--- config.mk ---
export PLATFORM = sky130hd
export DESIGN_NAME = dqcs_cell
export DESIGN_NICKNAME = d
export VERILOG_FILES = /design/src/dqcs_pkg.sv /design/src/dqcs_cell.sv
export SDC_FILE = /design/constraint.sdc
export NUM_CORES = 1
export LEC_CHECK = 0
export BUFFER_PORTS_ARGS = -buffer_cell sky130_fd_sc_hd__buf_4
export CELL_PAD_IN_SITES_DETAIL_PLACEMENT = 1
export CELL_PAD_IN_SITES_GLOBAL_PLACEMENT = 2
export CORE_MARGIN = 4
export CORE_UTILIZATION = 24
export DETAILED_ROUTE_END_ITERATION = 10
export PLACE_DENSITY = 0.79
export SYNTH_ARGS = -nofsm -noshare
export SYNTH_HDL_FRONTEND = slang
export SYNTH_SLANG_ARGS = --single-unit
--- constraint.sdc ---
create_clock -name i_clk -period 5.03 [get_ports i_clk]
set_clock_uncertainty 0.05 [all_clocks]
set_input_delay 1.2575 -clock i_clk [delete_from_list [all_inputs] [get_ports i_clk]]
set_output_delay 1.2575 -clock i_clk [all_outputs]
set_load 0.02 [all_outputs]
--- src/dqcs_pkg.sv ---
`timescale 1ns / 1ps

package dqcs_pkg;

    // Number of cells in the chain.
    localparam int CAPACITY = 64;

    localparam int IDX_W   = (CAPACITY > 1) ? $clog2(CAPACITY) : 1;
    localparam int CNT_W   = $clog2(CAPACITY + 1);
    localparam int DATA_W  = 32;
    localparam int KIND_W  = 3;
    localparam int STAT_W  = 2;
    localparam int OCNT_W  = 7;

    // Operation codes carried in the kind field.
    localparam logic [KIND_W-1:0] KIND_PUSH_FRONT = 3'd0;
    localparam logic [KIND_W-1:0] KIND_POP_FRONT  = 3'd1;
    localparam logic [KIND_W-1:0] KIND_PUSH_REAR  = 3'd2;
    localparam logic [KIND_W-1:0] KIND_POP_REAR   = 3'd3;
    localparam logic [KIND_W-1:0] KIND_COUNT      = 3'd4;
    localparam logic [KIND_W-1:0] KIND_SEARCH     = 3'd5;

    // Status codes returned with every result.
    localparam logic [STAT_W-1:0] ST_OK    = 2'd0;
    localparam logic [STAT_W-1:0] ST_EMPTY = 2'd1;
    localparam logic [STAT_W-1:0] ST_FULL  = 2'd2;

    typedef struct packed {
        logic [KIND_W-1:0]        kind;
        logic signed [DATA_W-1:0] item_value;
    } t_in_item;

    typedef struct packed {
        logic [STAT_W-1:0]        status;
        logic signed [DATA_W-1:0] popped_value;
        logic [OCNT_W-1:0]        entry_count;
        logic                     found;
    } t_out_item;

    // Command broadcast to every cell of the chain.
    typedef struct packed {
        logic              shift_rear;   // every entry moves one cell toward the rear
        logic              shift_front;  // every entry moves one cell toward the front
        logic              write_rear;   // the first free cell takes the value
        logic [DATA_W-1:0] value;        // pushed value or search key
    } t_cell_ctl;

endpackage

--- src/dqcs_cell.sv ---
`timescale 1ns / 1ps

// One storage cell of the deque chain. Cell zero holds the front entry.
module dqcs_cell (
    input  logic                              i_clk,
    input  dqcs_pkg::t_cell_ctl               i_ctl,
    input  logic [dqcs_pkg::IDX_W-1:0]        i_index,
    input  logic [dqcs_pkg::CNT_W-1:0]        i_count,
    input  logic [dqcs_pkg::DATA_W-1:0]       i_front_value,
    input  logic [dqcs_pkg::DATA_W-1:0]       i_rear_value,
    output logic [dqcs_pkg::DATA_W-1:0]       o_value,
    output logic [dqcs_pkg::DATA_W-1:0]       o_tail_value,
    output logic                              o_hit
);

    logic [dqcs_pkg::DATA_W-1:0] r_value;
    logic [dqcs_pkg::DATA_W-1:0] n_value;
    logic [dqcs_pkg::CNT_W-1:0]  index_ext;
    logic                        occupied;
    logic                        is_tail;

    assign index_ext = dqcs_pkg::CNT_W'(i_index);
    assign occupied  = index_ext < i_count;
    assign is_tail   = (index_ext + dqcs_pkg::CNT_W'(1)) == i_count;

    always_comb begin
        n_value = r_value;
        if (i_ctl.shift_rear) begin
            n_value = i_front_value;
        end else if (i_ctl.shift_front) begin
            n_value = i_rear_value;
        end else if (i_ctl.write_rear && (index_ext == i_count)) begin
            n_value = i_ctl.value;
        end
    end

    always_ff @(posedge i_clk) begin
        r_value <= n_value;
    end

    assign o_value      = r_value;
    assign o_tail_value = is_tail ? r_value : '0;
    assign o_hit        = occupied && (r_value == i_ctl.value);

endmodule

==> flow_summary_export.csv, run 1 <==
group,metric,value,unit
grt,grt_pass1_wl,18.15,mm
detailed_routing,first_pass_iters,4,
sta,period_share,90.39,%
logic_synthesis,synth_seq_cells,32,
final_layout,fin_nets,593,
final_layout,largest_reg_flops,32,
sta,setup_violations,0,
cts,cts_num_sinks,32,
pwr,power.share.clock,31.6,%
pwr,p_sw_share,33.31,%
detailed_routing,wl_per_cell,18.88,µm
pwr,leakagePower,2.014,nW
grt,grt_pass1_vias,3280,
grt,antenna_found_initial,0,
sta,drv_slew,0,
placement,dp_hpwl,9.301,mm
final_layout,mostFrequentLayoutCells,"buf_4, nand2_1, xor2_1",
detailed_routing,drtAntennaViolNets,0,
sta,rsz0062_at_grt,"no",
sta,fin_crit,4.547,ns
grt,grt_overflow,0,
sta,fin_setup_tns,0,ns
final_layout,multi_input_area,1848,µm²
final_layout,seq_area,960.9,µm²
worst_hold_path,hold_path.class,"in2reg",
logic_synthesis,synth_seq_area_share,33.00,%
floorplan,core_area,11660,µm²
sta,fmax,219.9,MHz
cts,cts_buffer_depth,2,
logic_synthesis,synth_cells,306,
final_layout,layout_commonest_cell,"buf_4",
critical_path,cp-start-kind,"input pin",
logic_synthesis,ys_warn_count,0,
floorplan,initial_core_util,24.97,%
cts,cts_buffers,5,
cts,clockRootBuffer,"clkbuf_16",
grt,grt_max_degree,66,
status,outcome,"finished, final reports clean",
detailed_routing,drt_iter0_markers,89,
final_layout,syn_to_final_growth,56.42,%
critical_path,worstSetupEndpointType,"primary output",
detailed_routing,drt-total-wl,11.65,mm
final_layout,diodes,0,
cts,cts_resized,0,
pwr,intPower,0.7247,mW
pwr,power,1.087,mW
logic_synthesis,avgSynthCellArea,9.515,µm²
pwr,peakVddDrop,0.1230,mV
pwr,p_per_area,238.6,nW/µm²
sta,hold_viol,0,
critical_path,cp.required,3.72,ns
pwr,p_sw,0.3620,mW
cts,cts_tree,"yes",
placement,port_buffers,177,
floorplan,die_x,118.1,µm
critical_path,worstSetupPathType,"in2out",
cts,postCtsSetupRepairBufs,0,
grt,grt.total_usage,16.15,%
logic_synthesis,synth.cell_area,2912,µm²
detailed_routing,vias,2982,
pwr,power_frac_comb,34.5,%
placement,place.gp.congestion,0.8008,
floorplan,die_y,118.1,µm
pwr,power_frac_seq,33.9,%
cts,cts_hold_buf,0,
logic_synthesis,synth.distinct_cells,30,
floorplan,num_rows,39,
final_layout,drive_above_1_share,47.89,%
floorplan,ios,178,
critical_path,worstPathArrival,3.24,ns
cts,htree_num_levels,2,
logic_synthesis,syn_nets,426,
cts,clk_pin_slew_worst_paths,0.05,ns
floorplan,floorplan.die_area,13960,µm²
detailed_routing,viasPerCell,4.833,
final_layout,fillers,1356,
sta,worstMarginPinSlew,1.142,ns
sta,slew_headroom,23.55,%
detailed_routing,post-route-drc-count,0,
flow_run,cap_violations,0,
critical_path,worstPathMaxFanout,21,
## power by group through the flow
stage | clock [mW] | combinational [mW] | sequential, mW
after global placement | 0 | 0.378 | 0.372
after global routing | 0.365 | 0.408 | 0.374
after floorplan | 0 | 0.157 | 0.404
after CTS | 0.353 | 0.382 | 0.369
final | 0.343 | 0.375 | 0.368
after detailed placement | 0 | 0.381 | 0.374
## cell type report
class / instances / share of cell area, %
inverter: 8 / 0.6593
timing repair buffer: 183 / 30.16
multi-input combinational: 243 / 40.58
clock inverter: 3 / 0.8242
sequential: 32 / 21.10
clock buffer: 5 / 2.747
tap: 143 / 3.929
## worst paths after layout
| path | start | to | cells past startpoint |
|---|---|---|---|
| setup / recovery | i_index[2] | o_tail_value[31] | 7 |
| hold / removal | i_front_value[17] | o_value[17] | 3 |
## critical path, cell delays in order
cell and delay, ns:
buf_4 0.14, or3b_1 0.16, o21ai_0 0.13, a211oi_4 0.75, buf_4 0.49, nor4_1 0.12, buf_4 0.19
## per-layer routing
metal | track usage (%) | share of wire (%)
met5 | 0 | 0
met4 | 2.198 | 0.25
met3 | 4.346 | 6.2
met2 | 29.08 | 51
met1 | 19.75 | 42
## metrics by stage
stage | instance area [µm²] | std cells | util [%] | hold slack (ns) | setup WS [ns]
CTS | 4554 | 617 | 39.05 | 1.210 | 0.4587
floorplan | 2912 | 306 | - | 1.395 | 0.5116
finish | 4554 | 617 | 39.05 | 1.215 | 0.4831
global route | 4554 | 617 | 39.05 | 1.221 | 0.3208
detailed placement | 4392 | 609 | 37.66 | 1.493 | 0.4720
global placement | 4392 | 609 | 37.66 | 1.483 | 0.5054
## synth_stat cells
| library cell | count | share of area (%) |
|---|---|---|
| nor4_2 | 28 | 12 |
| nand4b_1 | 1 | 0.30 |
| o2111ai_2 | 1 | 0.52 |
| a211oi_2 | 1 | 0.43 |
| nor4_4 | 2 | 1.5 |
| nor4_1 | 10 | 2.1 |
| xnor2_1 | 2 | 0.60 |
| o31ai_1 | 1 | 0.26 |
| ha_1 | 7 | 3.0 |
| xor2_1 | 36 | 11 |
| clkbuf_1 | 11 | 1.4 |
| mux2i_1 | 33 | 11 |
| o21ai_1 | 1 | 0.17 |
| o21ai_0 | 34 | 5.8 |
| nor3_1 | 1 | 0.17 |
| nand3b_1 | 1 | 0.26 |
| nand2_2 | 1 | 0.22 |
| buf_6 | 3 | 1.2 |
| or3b_1 | 1 | 0.30 |
| nand3_1 | 4 | 0.69 |
| o311ai_0 | 1 | 0.30 |
| nand4_1 | 3 | 0.64 |
| nand2_1 | 65 | 8.4 |
| a21oi_1 | 5 | 0.86 |
| nor2_1 | 2 | 0.26 |
| edfxtp_1 | 32 | 33 |
| and2b_2 | 1 | 0.30 |
| buf_2 | 9 | 1.5 |
| a311oi_2 | 1 | 0.52 |
| inv_1 | 8 | 1.0 |
## cell families (layout without fill, tap and decap cells)
group                    after synthesis  count (layout)  share of synthesized area, %
AND/OR/NAND/NOR                      120             120                         27.16
multiplexers                          33              33                         11.35
buffers and inverters                 31             199                         5.157
adder cells (fa/ha/maj)                7               7                         3.008
flip-flops                            32              32                         33.00
AO/OA/AOI/OAI                         45              45                         8.895
XOR/XNOR                              38              38                         11.43
Note: power is estimated with default switching activity, not from simulation.
==> inputs of run 2 (changes only) <==
==> constraint.sdc (replaced) <==
create_clock -name i_clk -period 5.03 [get_ports i_clk]
set_clock_uncertainty 0.05 [all_clocks]
set_input_delay 0.7545 -clock i_clk [delete_from_list [all_inputs] [get_ports i_clk]]
set_output_delay 0.7545 -clock i_clk [all_outputs]
set_load 0.02 [all_outputs]
==> flow_summary_export.csv, run 2 (synthesis results as in run 1) <==
group,metric,value,unit
pwr,p_per_area,238.1,nW/µm²
critical_path,worstPathMaxFanout,23,
pwr,power_frac_seq,33.9,%
placement,port_buffers,177,
floorplan,die_x,118.1,µm
sta,fin_setup_tns,0,ns
cts,postCtsSetupRepairBufs,0,
detailed_routing,vias,2925,
final_layout,largest_reg_flops,32,
worst_hold_path,holdCritStartpoint,"i_front_value[21]",
critical_path,cp_slowest_cell,"o2111ai_4",
worst_hold_path,hold_depth,3,
floorplan,floorplan.die_area,13960,µm²
cts,cts_hold_buf,0,
grt,grt_max_degree,66,
critical_path,worstSetupEndpointType,"primary output",
floorplan,die_y,118.1,µm
cts,htree_num_levels,2,
final_layout,layout_commonest_cell,"buf_4",
detailed_routing,first_pass_iters,4,
sta,setup_violations,0,
worst_hold_path,hold_path.class,"in2reg",
final_layout,fin_nets,591,
pwr,power.share.clock,31.6,%
sta,worstMarginPinSlew,1.127,ns
critical_path,crit_path_cell_trace,"buf_4 -> ha_1 -> xor2_1 -> a311oi_2 -> o2111ai_4 -> buf_4 -> nor4_2 -> buf_4",
floorplan,core_area,11660,µm²
grt,grt_pass1_wl,17.95,mm
critical_path,cp_slowest_stage_delay,0.55,ns
flow_run,cap_violations,0,
grt,grt.total_usage,16.05,%
sta,drv_slew,0,
detailed_routing,wl_per_cell,18.48,µm
critical_path,crit_path_frequent_cell,"buf_4",
placement,place.gp.congestion,0.8036,
cts,clockRootBuffer,"clkbuf_16",
grt,grt_overflow,0,
final_layout,syn_to_final_growth,55.91,%
pwr,p_sw_share,33.10,%
detailed_routing,drt-total-wl,11.37,mm
sta,fmax,253.9,MHz
detailed_routing,post-route-drc-count,0,
critical_path,worstPathArrival,3.13,ns
final_layout,fillers,1390,
pwr,leakagePower,2.005,nW
grt,antenna_found_initial,0,
final_layout,drive_above_1_share,47.67,%
detailed_routing,viasPerCell,4.756,
cts,cts_num_sinks,32,
sta,slew_headroom,24.60,%
floorplan,ios,178,
placement,dp_hpwl,9.212,mm
detailed_routing,drtAntennaViolNets,0,
sta,fin_crit,3.938,ns
critical_path,worstSetupStartpoint,"i_index[0]",
pwr,peakVddDrop,0.1183,mV
cts,cts_buffer_depth,2,
cts,cts_resized,0,
final_layout,mostFrequentLayoutCells,"buf_4, nand2_1, xor2_1",
cts,cts_buffers,5,
pwr,power_frac_comb,34.4,%
pwr,p_sw,0.3577,mW
cts,cts_tree,"yes",
sta,hold_viol,0,
placement,place_ws,1.041,ns
grt,grt_pass1_vias,3218,
floorplan,num_rows,39,
critical_path,cp.required,4.23,ns
sta,period_share,78.29,%
floorplan,initial_core_util,24.97,%
final_layout,diodes,0,
pwr,intPower,0.7231,mW
detailed_routing,drt_iter0_markers,137,
critical_path,cp-start-kind,"input pin",
status,outcome,"finished, final reports clean",
critical_path,worstSetupPathType,"in2out",
sta,rsz0062_at_grt,"no",
cts,clk_pin_slew_worst_paths,0.06,ns
sta,setup_ws,1.092,ns
## run 2: changes by cell type in the layout (fill, tap and decap cells not counted), sizes merged
cell / previous run / this run
buf: 183 / 181
## run 2: worst paths after layout
check,endpoint
worst max-delay path,o_tail_value[9]
worst min-delay path,o_value[21]
## run 2: final cells by class
type	instances	area [µm²]	share of cell area [%]
repair buffers	181	1359	29.93
inverters	8	30.03	0.6615
clock buffers	5	125.1	2.756
multi-input cells	243	1848	40.71
clock inverters	3	37.54	0.8269
well taps	143	178.9	3.942
flip-flops and latches	32	960.9	21.17
## run 2: power groups by stage
stage	combinational, mW	clock (mW)	sequential [mW]
3_5_place_dp	0.380	0	0.372
4_1_cts	0.381	0.353	0.367
6_report	0.372	0.342	0.367
5_1_grt	0.408	0.362	0.371
3_3_place_gp	0.374	0	0.371
2_1_floorplan	0.157	0	0.404
## run 2: per-layer routing
metal	up-vias	share of wire [%]	track usage, %	wire length [µm]
met3	6	5.6	4.202	640
met1	1384	42	20.05	4819
li1	1443	-	-	-
met4	0	0.72	2.564	82
met2	92	51	28.30	5825
met5	-	0	0	0
## run 2: metrics by stage
stage / utilization, % / power, mW / hold WS [ns] / instance area (µm²) / std cells
detailed placement: 37.53 / 0.7519 / 0.9886 / 4377 / 607
CTS: 38.92 / 1.101 / 0.7038 / 4539 / 615
global placement: 37.53 / 0.7448 / 0.9837 / 4377 / 607
finish: 38.92 / 1.081 / 0.7085 / 4539 / 615
global route: 38.92 / 1.140 / 0.7186 / 4539 / 615
floorplan: - / 0.5617 / 0.8916 / 2912 / 306
## run 2: worst max-delay path: cells and delay by family
kind | cells | cell delay (ns)
simple gates | 1 | 0.29
compound gates | 2 | 0.86
fa+ha+maj | 1 | 0.29
xor+xnor | 1 | 0.18
buf+inv | 3 | 0.72
==> inputs of run 3 (changes only) <==
Clock period 5.03 ns to 4.09 ns, I/O delays scaled along.
==> flow_summary_export.csv, run 3 (synthesis results as in run 1) <==
group,metric,value,unit
grt,grt_overflow,0,
sta,fin_crit,3.413,ns
final_layout,largest_reg_flops,32,
cts,postCtsSetupRepairBufs,0,
sta,fin_setup_tns,0,ns
cts,clk_pin_slew_worst_paths,0.05,ns
sta,worstMarginPinSlew,0.8716,ns
grt,grt_pass1_vias,3346,
sta,slew_headroom,41.89,%
worst_hold_path,hold_path.class,"in2reg",
detailed_routing,post-route-drc-count,0,
pwr,intPower,0.8983,mW
final_layout,multi_input_area,1848,µm²
detailed_routing,drt_iter0_markers,89,
pwr,power_frac_comb,35.1,%
sta,rsz0062_at_grt,"no",
pwr,power.share.clock,31.5,%
cts,clockRootBuffer,"clkbuf_16",
floorplan,initial_core_util,24.97,%
detailed_routing,vias,2973,
final_layout,mostFrequentLayoutCells,"buf_4, nand2_1, xor2_1",
pwr,peakVddDrop,0.1643,mV
final_layout,final_cells,617,
final_layout,seq_area,960.9,µm²
cts,cts_tree,"yes",
final_layout,layout_commonest_cell,"buf_4",
final_layout,fillers,1364,
final_layout,final_util,39.37,%
placement,place.gp.congestion,0.7952,
flow_run,cap_violations,0,
final_layout,diodes,0,
critical_path,cp_slowest_cell,"o2111ai_4",
critical_path,crit_path_frequent_cell,"buf_4",
grt,grt.total_usage,16.86,%
grt,antenna_found_initial,0,
floorplan,die_y,118.1,µm
critical_path,crit_path_cell_trace,"buf_4 -> ha_1 -> xor2_1 -> a311oi_2 -> o2111ai_4 -> buf_12 -> nor4_2 -> buf_4",
floorplan,die_x,118.1,µm
cts,cts_resized,0,
sta,setup_violations,0,
cts,htree_num_levels,2,
grt,grt_max_degree,65,
final_layout,drive_above_1_share,47.89,%
cts,cts_num_sinks,32,
critical_path,cp.required,3.43,ns
critical_path,worstPathMaxFanout,21,
critical_path,cp-start-kind,"input pin",
cts,cts_buffers,5,
sta,hold_viol,0,
sta,fmax,293.0,MHz
cts,cts_hold_buf,0,
critical_path,cp_slowest_stage_delay,0.38,ns
detailed_routing,viasPerCell,4.818,
detailed_routing,wl_per_cell,19.57,µm
pwr,leakagePower,2.030,nW
critical_path,worstSetupPathType,"in2out",
pwr,p_per_area,294.2,nW/µm²
sta,drv_slew,0,
floorplan,ios,178,
detailed_routing,first_pass_iters,5,
placement,placed_cells,609,
floorplan,floorplan.die_area,13960,µm²
floorplan,core_area,11660,µm²
floorplan,num_rows,39,
grt,grt_pass1_wl,18.83,mm
detailed_routing,drt-total-wl,12.07,mm
sta,worst_hold_slack,0.5697,ns
pwr,p_sw_share,33.51,%
detailed_routing,drtAntennaViolNets,0,
critical_path,critPathCapture,"o_tail_value[18]",
critical_path,worstSetupEndpointType,"primary output",
pwr,power_frac_seq,33.4,%
critical_path,worstPathArrival,2.75,ns
sta,period_share,83.44,%
placement,dp_hpwl,9.637,mm
pwr,p_sw,0.4528,mW
final_layout,syn_to_final_growth,57.71,%
final_layout,fin_nets,593,
cts,cts_buffer_depth,2,
status,outcome,"finished, final reports clean",
placement,port_buffers,177,
critical_path,worstSetupStartpoint,"i_index[0]",
==> run 3: power groups by stage <==
stage	logic (mW)	clock network [mW]	registers [mW]
finish	0.474	0.425	0.452
global route	0.516	0.450	0.459
CTS	0.483	0.434	0.453
detailed placement	0.481	0	0.459
global placement	0.474	0	0.457
floorplan	0.194	0	0.497
==> run 3: final cells by class <==
cell class              count  area share, %
inverters                   8         0.6540
well taps                 143          3.896
clock inverters             3         0.8174
multi-input cells         243          40.25
clock buffers               5          2.725
flip-flops and latches     32          20.93
repair buffers            183          30.74
==> run 3: how the worst min path moves through the flow <==
stage	start	endpoint	slack, ns	cells past startpoint
finish	i_front_value[3]	o_value[3]	0.57	3
global placement	i_front_value[16]	o_value[16]	0.84	3
detailed placement	i_front_value[2]	o_value[2]	0.85	3
floorplan	i_front_value[29]	o_value[29]	0.75	2
CTS	i_front_value[24]	o_value[24]	0.56	3
global route	i_front_value[29]	o_value[29]	0.57	3
==> run 3: per-layer routing <==
metal	global-route usage, %	vias to the layer above	wire [µm]
li1	-	1442	-
met1	21.32	1422	5252
met2	29.37	103	6012
met3	4.155	6	714
met4	3.150	0	94
met5	0	-	0
==> run 3: worst max-delay path, delay by kind of cell <==
kind            cells  cell delay [ns]
compound gates      2             0.70
xor+xnor            1             0.17
fa+ha+maj           1             0.30
buf+inv             3             0.62
simple gates        1             0.32
==> run 3: stage by stage <==
| stage | power [mW] | setup WS [ns] | instance area [µm²] |
|---|---|---|---|
| finish | 1.351 | 0.6774 | 4592 |
| global route | 1.425 | 0.5345 | 4592 |
| CTS | 1.369 | 0.6699 | 4592 |
| detailed placement | 0.9396 | 0.6805 | 4429 |
| global placement | 0.9318 | 0.7557 | 4429 |
| floorplan | 0.6908 | 0.2156 | 2912 |
